**config.mk**
```make
export PLATFORM = sky130hd
export DESIGN_NAME = ptrc_ctrl
export DESIGN_NICKNAME = d
export VERILOG_FILES = /design/src/sv/ptrc_pkg.sv /design/src/sv/ptrc_ctrl.sv
export SDC_FILE = /design/constraint.sdc
export NUM_CORES = 1
export LEC_CHECK = 0
export BUFFER_PORTS_ARGS = -buffer_cell sky130_fd_sc_hd__buf_2
export CORE_ASPECT_RATIO = 0.7
export CORE_MARGIN = 1
export CORE_UTILIZATION = 50
export DETAILED_ROUTE_END_ITERATION = 10
export PLACE_DENSITY = 0.73
export SLEW_MARGIN = 20
export SYNTH_ARGS = -nofsm -noshare
export SYNTH_HDL_FRONTEND = slang
export SYNTH_SLANG_ARGS = --single-unit
```
**constraint.sdc**
```tcl
create_clock -name clk -period 10 [get_ports clk]
set_input_delay 2 -clock clk [delete_from_list [all_inputs] [get_ports clk]]
set_output_delay 2 -clock clk [all_outputs]
set_load 0.02 [all_outputs]
```
**src/sv/ptrc_pkg.sv**
```systemverilog
package ptrc_pkg;

  // Table geometry
  localparam int CAPACITY = 64;
  localparam int SLOT_W   = $clog2(CAPACITY);
  localparam int LIVE_W   = $clog2(CAPACITY + 1);
  localparam int SCAN_W   = $clog2(CAPACITY + 1);

  localparam int MAXE_W = 7;
  localparam logic [MAXE_W-1:0] MAXE_RESET = 7'd64;

  localparam logic [7:0] REFS_INIT = 8'd2;
  localparam logic [7:0] REFS_MAX  = 8'hFF;

  // Operation codes
  localparam logic [2:0] OP_ADD      = 3'd0;
  localparam logic [2:0] OP_LK_TUN   = 3'd1;
  localparam logic [2:0] OP_LK_REAL  = 3'd2;
  localparam logic [2:0] OP_ACQUIRE  = 3'd3;
  localparam logic [2:0] OP_RELEASE  = 3'd4;

  // Status codes
  localparam logic [2:0] ST_OK        = 3'd0;
  localparam logic [2:0] ST_FULL      = 3'd1;
  localparam logic [2:0] ST_NOTFOUND  = 3'd2;
  localparam logic [2:0] ST_BADHANDLE = 3'd3;
  localparam logic [2:0] ST_SAT       = 3'd4;

  typedef struct packed {
    logic [2:0]  op;
    logic [31:0] tunnel_ip;
    logic [31:0] real_ip;
    logic [15:0] real_port;
    logic [5:0]  handle;
  } ptrc_in_t;

  typedef struct packed {
    logic [2:0] status;
    logic [5:0] slot;
    logic [7:0] count_after;
    logic       freed;
  } ptrc_out_t;

  // One table entry as stored in the entry RAM
  typedef struct packed {
    logic [31:0]       tunnel_ip;
    logic [31:0]       real_ip;
    logic [15:0]       real_port;
    logic [7:0]        refs;
    logic [SLOT_W-1:0] rank;
  } ptrc_entry_t;

  typedef struct packed {
    logic              we;
    logic [SLOT_W-1:0] waddr;
    ptrc_entry_t       wdata;
    logic [SLOT_W-1:0] raddr;
  } ptrc_ram_req_t;

endpackage

```
**src/sv/ptrc_ctrl.sv**
```systemverilog
module ptrc_ctrl
  import ptrc_pkg::*;
(
  input  logic              clk,
  input  logic              rst_n,
  input  logic [MAXE_W-1:0] max_entries,
  input  logic              in_valid,
  output logic              in_ready,
  input  ptrc_in_t          in_data,
  output logic              rsp_valid,
  input  logic              rsp_ready,
  output ptrc_out_t         rsp_data,
  output ptrc_ram_req_t     ram_req,
  input  ptrc_entry_t       ram_rdata
);

  localparam logic [2:0] S_IDLE     = 3'd0;
  localparam logic [2:0] S_ADD_SCAN = 3'd1;
  localparam logic [2:0] S_SRCH     = 3'd2;
  localparam logic [2:0] S_CHK      = 3'd3;
  localparam logic [2:0] S_REL_SCAN = 3'd4;
  localparam logic [2:0] S_RESP     = 3'd5;

  // control state
  logic [2:0]          state_r, state_nxt;
  logic [CAPACITY-1:0] valid_r, valid_nxt;
  logic [LIVE_W-1:0]   live_r, live_nxt;
  logic                tc_v_r, tc_v_nxt;
  logic                rc_v_r, rc_v_nxt;
  logic [SCAN_W-1:0]   scan_r, scan_nxt;
  logic                pend_r, pend_nxt;
  logic                found_r, found_nxt;

  // payload
  ptrc_in_t            req_r, req_nxt;
  logic [SLOT_W-1:0]   tc_slot_r, tc_slot_nxt;
  logic [SLOT_W-1:0]   rc_slot_r, rc_slot_nxt;
  logic [SLOT_W-1:0]   pidx_r, pidx_nxt;
  logic [SLOT_W-1:0]   best_idx_r, best_idx_nxt;
  logic [SLOT_W-1:0]   best_rank_r, best_rank_nxt;
  ptrc_entry_t         best_word_r, best_word_nxt;
  logic [SLOT_W-1:0]   rel_rank_r, rel_rank_nxt;
  ptrc_out_t           res_r, res_nxt;

  logic                scan_done;
  logic                key_hit;
  logic                do_bump;
  ptrc_entry_t         bump_word;
  ptrc_entry_t         new_word;

  assign in_ready  = (state_r == S_IDLE);
  assign rsp_valid = (state_r == S_RESP);
  assign rsp_data  = res_r;
  assign scan_done = (scan_r == SCAN_W'(CAPACITY)) && !pend_r;

  // key compare against the word on the RAM read port
  always_comb begin
    if (req_r.op == OP_LK_TUN) begin
      key_hit = (ram_rdata.tunnel_ip == req_r.tunnel_ip);
    end else begin
      key_hit = (ram_rdata.real_ip == req_r.real_ip) &&
                (ram_rdata.real_port == req_r.real_port);
    end
  end

  assign bump_word = (state_r == S_SRCH) ? best_word_r : ram_rdata;

  always_comb begin
    state_nxt     = state_r;
    valid_nxt     = valid_r;
    live_nxt      = live_r;
    tc_v_nxt      = tc_v_r;
    rc_v_nxt      = rc_v_r;
    scan_nxt      = scan_r;
    pend_nxt      = pend_r;
    found_nxt     = found_r;
    req_nxt       = req_r;
    tc_slot_nxt   = tc_slot_r;
    rc_slot_nxt   = rc_slot_r;
    pidx_nxt      = pidx_r;
    best_idx_nxt  = best_idx_r;
    best_rank_nxt = best_rank_r;
    best_word_nxt = best_word_r;
    rel_rank_nxt  = rel_rank_r;
    res_nxt       = res_r;
    do_bump       = 1'b0;
    new_word      = ram_rdata;

    ram_req       = '0;
    ram_req.raddr = scan_r[SLOT_W-1:0];

    // sweep pointer, shared by all scan states
    if (state_r == S_ADD_SCAN || state_r == S_SRCH || state_r == S_REL_SCAN) begin
      pend_nxt = (scan_r < SCAN_W'(CAPACITY));
      pidx_nxt = scan_r[SLOT_W-1:0];
      if (scan_r < SCAN_W'(CAPACITY)) begin
        scan_nxt = scan_r + SCAN_W'(1);
      end
    end

    case (state_r)
      S_IDLE: begin
        if (in_valid) begin
          req_nxt   = in_data;
          scan_nxt  = '0;
          pend_nxt  = 1'b0;
          found_nxt = 1'b0;
          res_nxt   = '0;
          case (in_data.op)
            OP_ADD: begin
              if (32'(live_r) >= 32'(max_entries) || live_r == LIVE_W'(CAPACITY)) begin
                res_nxt.status = ST_FULL;
                state_nxt      = S_RESP;
              end else begin
                state_nxt = S_ADD_SCAN;
              end
            end
            OP_LK_TUN: begin
              best_idx_nxt  = tc_slot_r;
              ram_req.raddr = tc_slot_r;
              state_nxt     = tc_v_r ? S_CHK : S_SRCH;
            end
            OP_LK_REAL: begin
              best_idx_nxt  = rc_slot_r;
              ram_req.raddr = rc_slot_r;
              state_nxt     = rc_v_r ? S_CHK : S_SRCH;
            end
            OP_ACQUIRE, OP_RELEASE: begin
              best_idx_nxt  = in_data.handle[SLOT_W-1:0];
              ram_req.raddr = in_data.handle[SLOT_W-1:0];
              if (valid_r[in_data.handle[SLOT_W-1:0]]) begin
                state_nxt = S_CHK;
              end else begin
                res_nxt.status = ST_BADHANDLE;
                state_nxt      = S_RESP;
              end
            end
            default: begin
              res_nxt.status = ST_NOTFOUND;
              state_nxt      = S_RESP;
            end
          endcase
        end
      end

      // age every live entry by one, note the lowest free slot
      S_ADD_SCAN: begin
        if (pend_r) begin
          if (valid_r[pidx_r]) begin
            new_word.rank = ram_rdata.rank + SLOT_W'(1);
            ram_req.we    = 1'b1;
            ram_req.waddr = pidx_r;
            ram_req.wdata = new_word;
          end else if (!found_r) begin
            found_nxt    = 1'b1;
            best_idx_nxt = pidx_r;
          end
        end
        if (scan_done) begin
          new_word.tunnel_ip = req_r.tunnel_ip;
          new_word.real_ip   = req_r.real_ip;
          new_word.real_port = req_r.real_port;
          new_word.refs      = REFS_INIT;
          new_word.rank      = '0;
          ram_req.we         = 1'b1;
          ram_req.waddr      = best_idx_r;
          ram_req.wdata      = new_word;
          valid_nxt[best_idx_r] = 1'b1;
          live_nxt           = live_r + LIVE_W'(1);
          res_nxt.status      = ST_OK;
          res_nxt.slot        = 6'(best_idx_r);
          res_nxt.count_after = REFS_INIT;
          res_nxt.freed       = 1'b0;
          state_nxt          = S_RESP;
        end
      end

      // newest match = lowest age rank
      S_SRCH: begin
        if (pend_r && valid_r[pidx_r] && key_hit &&
            (!found_r || ram_rdata.rank < best_rank_r)) begin
          found_nxt     = 1'b1;
          best_idx_nxt  = pidx_r;
          best_rank_nxt = ram_rdata.rank;
          best_word_nxt = ram_rdata;
        end
        if (scan_done) begin
          if (!found_r) begin
            res_nxt   = '0;
            res_nxt.status = ST_NOTFOUND;
            state_nxt = S_RESP;
          end else begin
            if (req_r.op == OP_LK_TUN) begin
              tc_v_nxt    = 1'b1;
              tc_slot_nxt = best_idx_r;
            end else begin
              rc_v_nxt    = 1'b1;
              rc_slot_nxt = best_idx_r;
            end
            do_bump = 1'b1;
          end
        end
      end

      // word for cache slot or handle is on the read port
      S_CHK: begin
        case (req_r.op)
          OP_LK_TUN, OP_LK_REAL: begin
            if (valid_r[best_idx_r] && key_hit) begin
              do_bump = 1'b1;
            end else begin
              state_nxt = S_SRCH;
            end
          end
          OP_ACQUIRE: begin
            do_bump = 1'b1;
          end
          OP_RELEASE: begin
            res_nxt.status = ST_OK;
            res_nxt.slot   = 6'(best_idx_r);
            if (ram_rdata.refs <= 8'd1) begin
              valid_nxt[best_idx_r] = 1'b0;
              tc_v_nxt     = 1'b0;
              rc_v_nxt     = 1'b0;
              if (live_r != '0) begin
                live_nxt = live_r - LIVE_W'(1);
              end
              rel_rank_nxt        = ram_rdata.rank;
              res_nxt.count_after = '0;
              res_nxt.freed       = 1'b1;
              state_nxt           = S_REL_SCAN;
            end else begin
              new_word.refs       = ram_rdata.refs - 8'd1;
              ram_req.we          = 1'b1;
              ram_req.waddr       = best_idx_r;
              ram_req.wdata       = new_word;
              res_nxt.count_after = new_word.refs;
              res_nxt.freed       = 1'b0;
              state_nxt           = S_RESP;
            end
          end
          default: begin
            state_nxt = S_RESP;
          end
        endcase
      end

      // close the gap left in the age order
      S_REL_SCAN: begin
        if (pend_r && valid_r[pidx_r] && ram_rdata.rank > rel_rank_r) begin
          new_word.rank = ram_rdata.rank - SLOT_W'(1);
          ram_req.we    = 1'b1;
          ram_req.waddr = pidx_r;
          ram_req.wdata = new_word;
        end
        if (scan_done) begin
          state_nxt = S_RESP;
        end
      end

      S_RESP: begin
        if (rsp_ready) begin
          state_nxt = S_IDLE;
        end
      end

      default: begin
        state_nxt = S_IDLE;
      end
    endcase

    // saturating increment of the reference count in slot best_idx_r
    if (do_bump) begin
      res_nxt.slot  = 6'(best_idx_r);
      res_nxt.freed = 1'b0;
      if (bump_word.refs == REFS_MAX) begin
        res_nxt.status      = ST_SAT;
        res_nxt.count_after = REFS_MAX;
      end else begin
        new_word            = bump_word;
        new_word.refs       = bump_word.refs + 8'd1;
        ram_req.we          = 1'b1;
        ram_req.waddr       = best_idx_r;
        ram_req.wdata       = new_word;
        res_nxt.status      = ST_OK;
        res_nxt.count_after = new_word.refs;
      end
      state_nxt = S_RESP;
    end
  end

  always_ff @(posedge clk) begin
    if (!rst_n) begin
      state_r <= S_IDLE;
      valid_r <= '0;
      live_r  <= '0;
      tc_v_r  <= 1'b0;
      rc_v_r  <= 1'b0;
      scan_r  <= '0;
      pend_r  <= 1'b0;
      found_r <= 1'b0;
    end else begin
      state_r <= state_nxt;
      valid_r <= valid_nxt;
      live_r  <= live_nxt;
      tc_v_r  <= tc_v_nxt;
      rc_v_r  <= rc_v_nxt;
      scan_r  <= scan_nxt;
      pend_r  <= pend_nxt;
      found_r <= found_nxt;
    end
  end

  always_ff @(posedge clk) begin
    req_r       <= req_nxt;
    tc_slot_r   <= tc_slot_nxt;
    rc_slot_r   <= rc_slot_nxt;
    pidx_r      <= pidx_nxt;
    best_idx_r  <= best_idx_nxt;
    best_rank_r <= best_rank_nxt;
    best_word_r <= best_word_nxt;
    rel_rank_r  <= rel_rank_nxt;
    res_r       <= res_nxt;
  end

  a_live_matches_valid: assert property (@(posedge clk) disable iff (!rst_n)
    LIVE_W'($countones(valid_r)) == live_r)
    else $error("live count out of step with valid bits");

  a_no_write_idle: assert property (@(posedge clk) disable iff (!rst_n)
    (state_r == S_IDLE || state_r == S_RESP) |-> !ram_req.we)
    else $error("entry RAM written outside an operation");

  a_resp_to_idle: assert property (@(posedge clk) disable iff (!rst_n)
    (rsp_valid && rsp_ready) |=> (state_r == S_IDLE))
    else $error("controller did not return to idle after handing off result");

  a_add_grows: assert property (@(posedge clk) disable iff (!rst_n)
    (state_r == S_ADD_SCAN && scan_done) |=> (live_r == $past(live_r) + LIVE_W'(1)))
    else $error("add did not grow the live count");

endmodule
```
== After elaboration in Yosys (flattened, before gate mapping) ==
Index checks and enable logic that the tools add are counted.

* Flip-flop bits (word level): 310
* Logic and storage cells: 230
* Output and inout bits: 127
* Input bits: 194

* $add $sub $neg: 7
* Eq/ne operators: 47
* Reductions and logical operators: 42
* Multiplexer cells: 93
* Magnitude comparators: 9
* Bitwise gates (word level): 5

{| class="wikitable"
|+ Operators by type and width
! operator !! count
|-
| $mux 101 || 8
|-
| $pmux 101 s3 || 1
|-
| $mux 64 || 3
|-
| $pmux 64 s2 || 1
|-
| $mux 18 || 6
|-
| $mux 94 || 1
|-
| $pmux 18 s4 || 1
|-
| $and 64x64->64 || 1
|-
| $eq 32x32->1 || 2
|-
| $not 64->64 || 1
|-
| $or 64x64->64 || 1
|-
| $mux 7 || 8
|-
| $pmux 6 s3 || 3
|-
| $mux 6 || 7
|-
| $mux 3 || 10
|-
| $mux 1 || 27
|-
| $ne 2x2->1 const B || 13
|-
| $reduce_and 6->1 || 4
|-
| $lt 6x7->1 const B || 3
|-
| $reduce_and 7->1 || 3
|-
| $bmux 1 s6 || 3
|-
| $eq 3x2->1 const B || 6
|-
| $eq 16x16->1 || 1
|-
| $ne 3x3->1 const B || 5
|-
| 47 further kinds || 84
|}

== Longest topological paths before layout ==
* Word-level depth: 9
* Mapped depth: 13
* Gate-level depth less buffers: 12

== Worst setup path after synthesis ==
No wires, ideal clock.

* Kind: input to register
* Start point: input ram_rdata[1] (netlist name)
* End point: register best_word_r[0] (netlist name), enable pin
* Buffers on the path: 0
* Setup slack: 2392 ps
* Cell stages on the path: 7
* Required time: 9452 ps
* Data arrival time: 7060 ps
* Library setup time: 548 ps
* Cells stage by stage: ha_1 > a21o_1 > a21o_1 > a21o_1 > a211oi_1 > o2111ai_1 > nor2_1

* Word-level cells in the longest chain between the ends: 4

{| class="wikitable"
|+ RTL lines
! element !! RTL line !! text
|-
| start: declaration || ptrc_ctrl.sv:14 || <nowiki>input ptrc_entry_t ram_rdata</nowiki>
|-
| $lt 6x6->1 || ptrc_ctrl.sv:181 || <nowiki>(!found_r || ram_rdata.rank < best_rank_r)) begin</nowiki>
|-
| $logic_or 1x1->1 || ptrc_ctrl.sv:181 ||
|-
| $logic_and 1x1->1 || ptrc_ctrl.sv:180 || <nowiki>if (pend_r && valid_r[pidx_r] && key_hit &&</nowiki>
|-
| $reduce_and 2->1 (no line) || - ||
|-
| end signal: assignment || ptrc_ctrl.sv:321 || <nowiki>best_word_r <= best_word_nxt;</nowiki>
|-
| end: declaration || ptrc_ctrl.sv:41 || <nowiki>ptrc_entry_t best_word_r, best_word_nxt;</nowiki>
|}

Every way passes these cells.
A chain may end at the register's enable or synchronous reset.

==> run summary <==
layout cell share with drive strength beyond 1 - 27.75%
Hold Path Class - flop to flop
run status - completed
Avg Inst Size Synth - 10.95 um2
largest net degree at the start of global routing - 81
global-route wire length before repair - 76730 um
initial antenna violation count - 8
clk buf depth - 3
pwr dens - 216.5 nW/um2
Seq/Total Area, Yosys - 49.71%
Most Used Layer, Global Route - met2
core area - 33490 um2
Period minus WS final - 7.264 ns
Critical Path Slowest Stage Cell - edfxtp_1
GPL Wtd Cong - 0.9782
gr ovfl total - 0
Pint - 2760 uW
Hold Path Stages - 2
root buffer cell - clkbuf_16
net count after synthesis - 1777
cts repair resizes - 0
TritonRoute pass-1 iters - 9
Critical Path RT - 8.00 ns
HPWL after DPL - 36010 um
cells along the critical path - inv_1, a221oi_1, o21ai_1, and3_1, or4_1, a32o_1, buf_4, a211oi_4, buf_6, o21ai_1, buf_2
WL final - 51300 um
max cap viols - 0
Tot GR Track Use - 28.42%
Clock Skews - 0.02540 ns
placed instance area - 18790 um2
Post-Synthesis Cell Area - 16990 um2
share of power burned in registers - 42.0%
Routed WL per cell - 22.47 um
Crit path top cell by count - o21ai_1
hold worst-path end - rsp_data[0]
FFs w/ async S/R, synth - 0%
Clock power frac - 29.5%
Crit. Startpoint - best_idx_r[2]
synth warn - 0
final setup fails - 0
Clock transition at path regs - 0.06 ns
Logic pwr share - 28.5%
Syn Inst Count - 1552
vias post-DR - 14500
dpl cells - 2210
final hold viol count - 0
Final Cycle Share - 72.64%
EDFF count, synth - 224
number of CTS-inserted buffers - 34
Antenna Nets Post-Route - 0
CTS H-Tree Depth - 2
R2R cell count - 9
fin area - 19960 um2
Port Buffers - 320
# DRC - 0
Core Rows - 56
met1 Track Usage GR - 40.95%
met2 usage - 41.78%
Max VDD drop - 0.1256 mV
Layout area overhead - 17.46%
post-CTS setup buffers - 0
worst hold start - rsp_data[0]
Die Height - 156.2 um
Tot Pwr - 4322 uW
CTS tree - yes
#FFs+latches synth - 310
Worst Setup End Kind - output pin
Setup crit start kind - flop
switch share - 36.14%
filler-free cell count of the finished design - 2283
Starting Density - 50.74%
Slew @ Worst Pin - 1.203 ns
cell family with most CP delay - buffers and inverters
r2r startpoint - pidx_r[2]
vias in the first global route - 13170
vias per cell - 6.351
post-synth cell types - 82
hold_buf cts - 0
WP buf/inv - 4
R2R setup slack - 5.56 ns
post-route setup TNS - 0 ns
kind of critical path - flop to output pin
Clock Latency Late Sink - 0.54 ns
DRT iter0 DRCs - 1952
DIE WIDTH - 222.4 um
fin. max-slew vios - 0
R2R Path End - best_word_r[33]
FMAX - 137.7 MHz
GR Layer Usage met3 - 6.741%
DIE AREA - 34740 um2
# IOs - 321
critical path arrival - 5.26 ns
Slew Limit Headroom - 19.80%
Synth Flop Type - edfxtp_1
clk sinks - 310
Max FO, Critical Path - 80
RSZ-0062 raised after global routing - false
Worst path max stage delay - 1.12 ns
Leak Pwr - 0.007660 uW
Final nets - 2037
Psw - 1562 uW
-- cell usage in the layout, fill, tap and decap left out, types with 50 or more instances in the layout --
| cell type | count |
|---|---|
| a21oi_1 | 98 |
| a22oi_1 | 83 |
| a311oi_1 | 57 |
| buf_2 | 320 |
| dfxtp_1 | 86 |
| edfxtp_1 | 224 |
| nand2_1 | 130 |
| nor2_1 | 100 |
| o21ai_2 | 50 |
| xnor2_1 | 68 |
-- per-layer routing --
metal	up-vias	part of all wire, %
met3	119	11
met4	0	3.0
met2	904	44
met5	-	0
met1	6963	42
li1	6514	-
-- final cells by class --
class                      instances  area, um2
timing repair buffer             345       1793
tap                              435      544.3
antenna                           10      25.02
fill                            2766      13530
sequential                       310       8448
inverter                          44      166.4
clock inverter                    22      222.7
multi-input combinational       1077       7858
clock buffer                      40      903.4
-- worst max-delay path by stage --
| stage | depth (start not counted) | endpoint |
|---|---|---|
| floorplan | 7 | best_word_r[0] |
| global placement | 12 | ram_req[38] |
| detailed placement | 11 | ram_req[35] |
| CTS | 11 | ram_req[35] |
| global route | 12 | ram_req[44] |
| finish | 11 | ram_req[35] |
-- kinds of logic (layout without fill, tap and decap cells) --
logic type | count (synthesis) | after routing | share of synthesized area (%)
AOI/OAI and AO/OA | 474 | 474 | 20.02
xor gates and xnor gates | 102 | 102 | 5.257
adders and majority gates | 31 | 31 | 2.327
buffers and inverters | 165 | 451 | 4.256
DFF | 310 | 310 | 49.71
muxes | 76 | 76 | 7.355
other | 0 | 10 | 0
and+or+nand+nor | 394 | 394 | 11.07
-- Yosys cell counts (all sizes together), types with 7 or more instances --
cell / instances / area (um2)
a211oi: 12 / 102.6
a21o: 10 / 75.07
a21oi: 98 / 490.5
a222oi: 12 / 120.1
a22oi: 83 / 623.1
a311oi: 57 / 499.2
and2: 10 / 62.56
and3: 13 / 81.33
buf: 28 / 209.0
clkbuf: 93 / 349.1
dfxtp: 86 / 1722
edfxtp: 224 / 6726
ha: 30 / 375.4
inv: 42 / 157.7
mux2: 8 / 93.83
mux2i: 30 / 300.3
mux4: 38 / 855.8
nand2: 130 / 488.0
nand2b: 7 / 43.79
nand3: 30 / 150.1
nand4: 22 / 137.6
nor2: 103 / 386.6
nor2b: 23 / 143.9
nor3: 17 / 85.08
nor4: 9 / 62.56
o21ai: 119 / 783.3
o221ai: 7 / 61.31
xnor2: 68 / 595.6
xor2: 34 / 297.8
-- through the flow --
stage / worst slack, ns / hold slack (ns) / util (%)
final: 2.736 / 0.4789 / 59.60
after global routing: 2.652 / 0.5062 / 59.57
after CTS: 2.671 / 0.4773 / 59.46
after detailed placement: 2.740 / 0.4679 / 56.10
after global placement: 2.877 / 0.4510 / 56.10
after floorplan: 2.392 / 0.4411 / -
-- power by group through the flow --
stage / clock [uW] / combinational [uW] / sequential, uW
2_1_floorplan: 0 / 854 / 1760
3_3_place_gp: 0 / 1180 / 1820
3_5_place_dp: 0 / 1200 / 1830
4_1_cts: 1290 / 1210 / 1800
5_1_grt: 1340 / 1320 / 1830
6_report: 1270 / 1230 / 1810
-- worst reg2reg max path: stages (launching register included) --
cell,delay (ns)
edfxtp_1,0.70
clkinv_1,0.49
o2111a_1,0.26
o41ai_1,0.46
and4_1,0.37
or2_2,0.16
o2111ai_1,0.21
nor2_4,0.15
buf_4,0.50
buf_4,0.72
(Power assumes the default switching activity.)
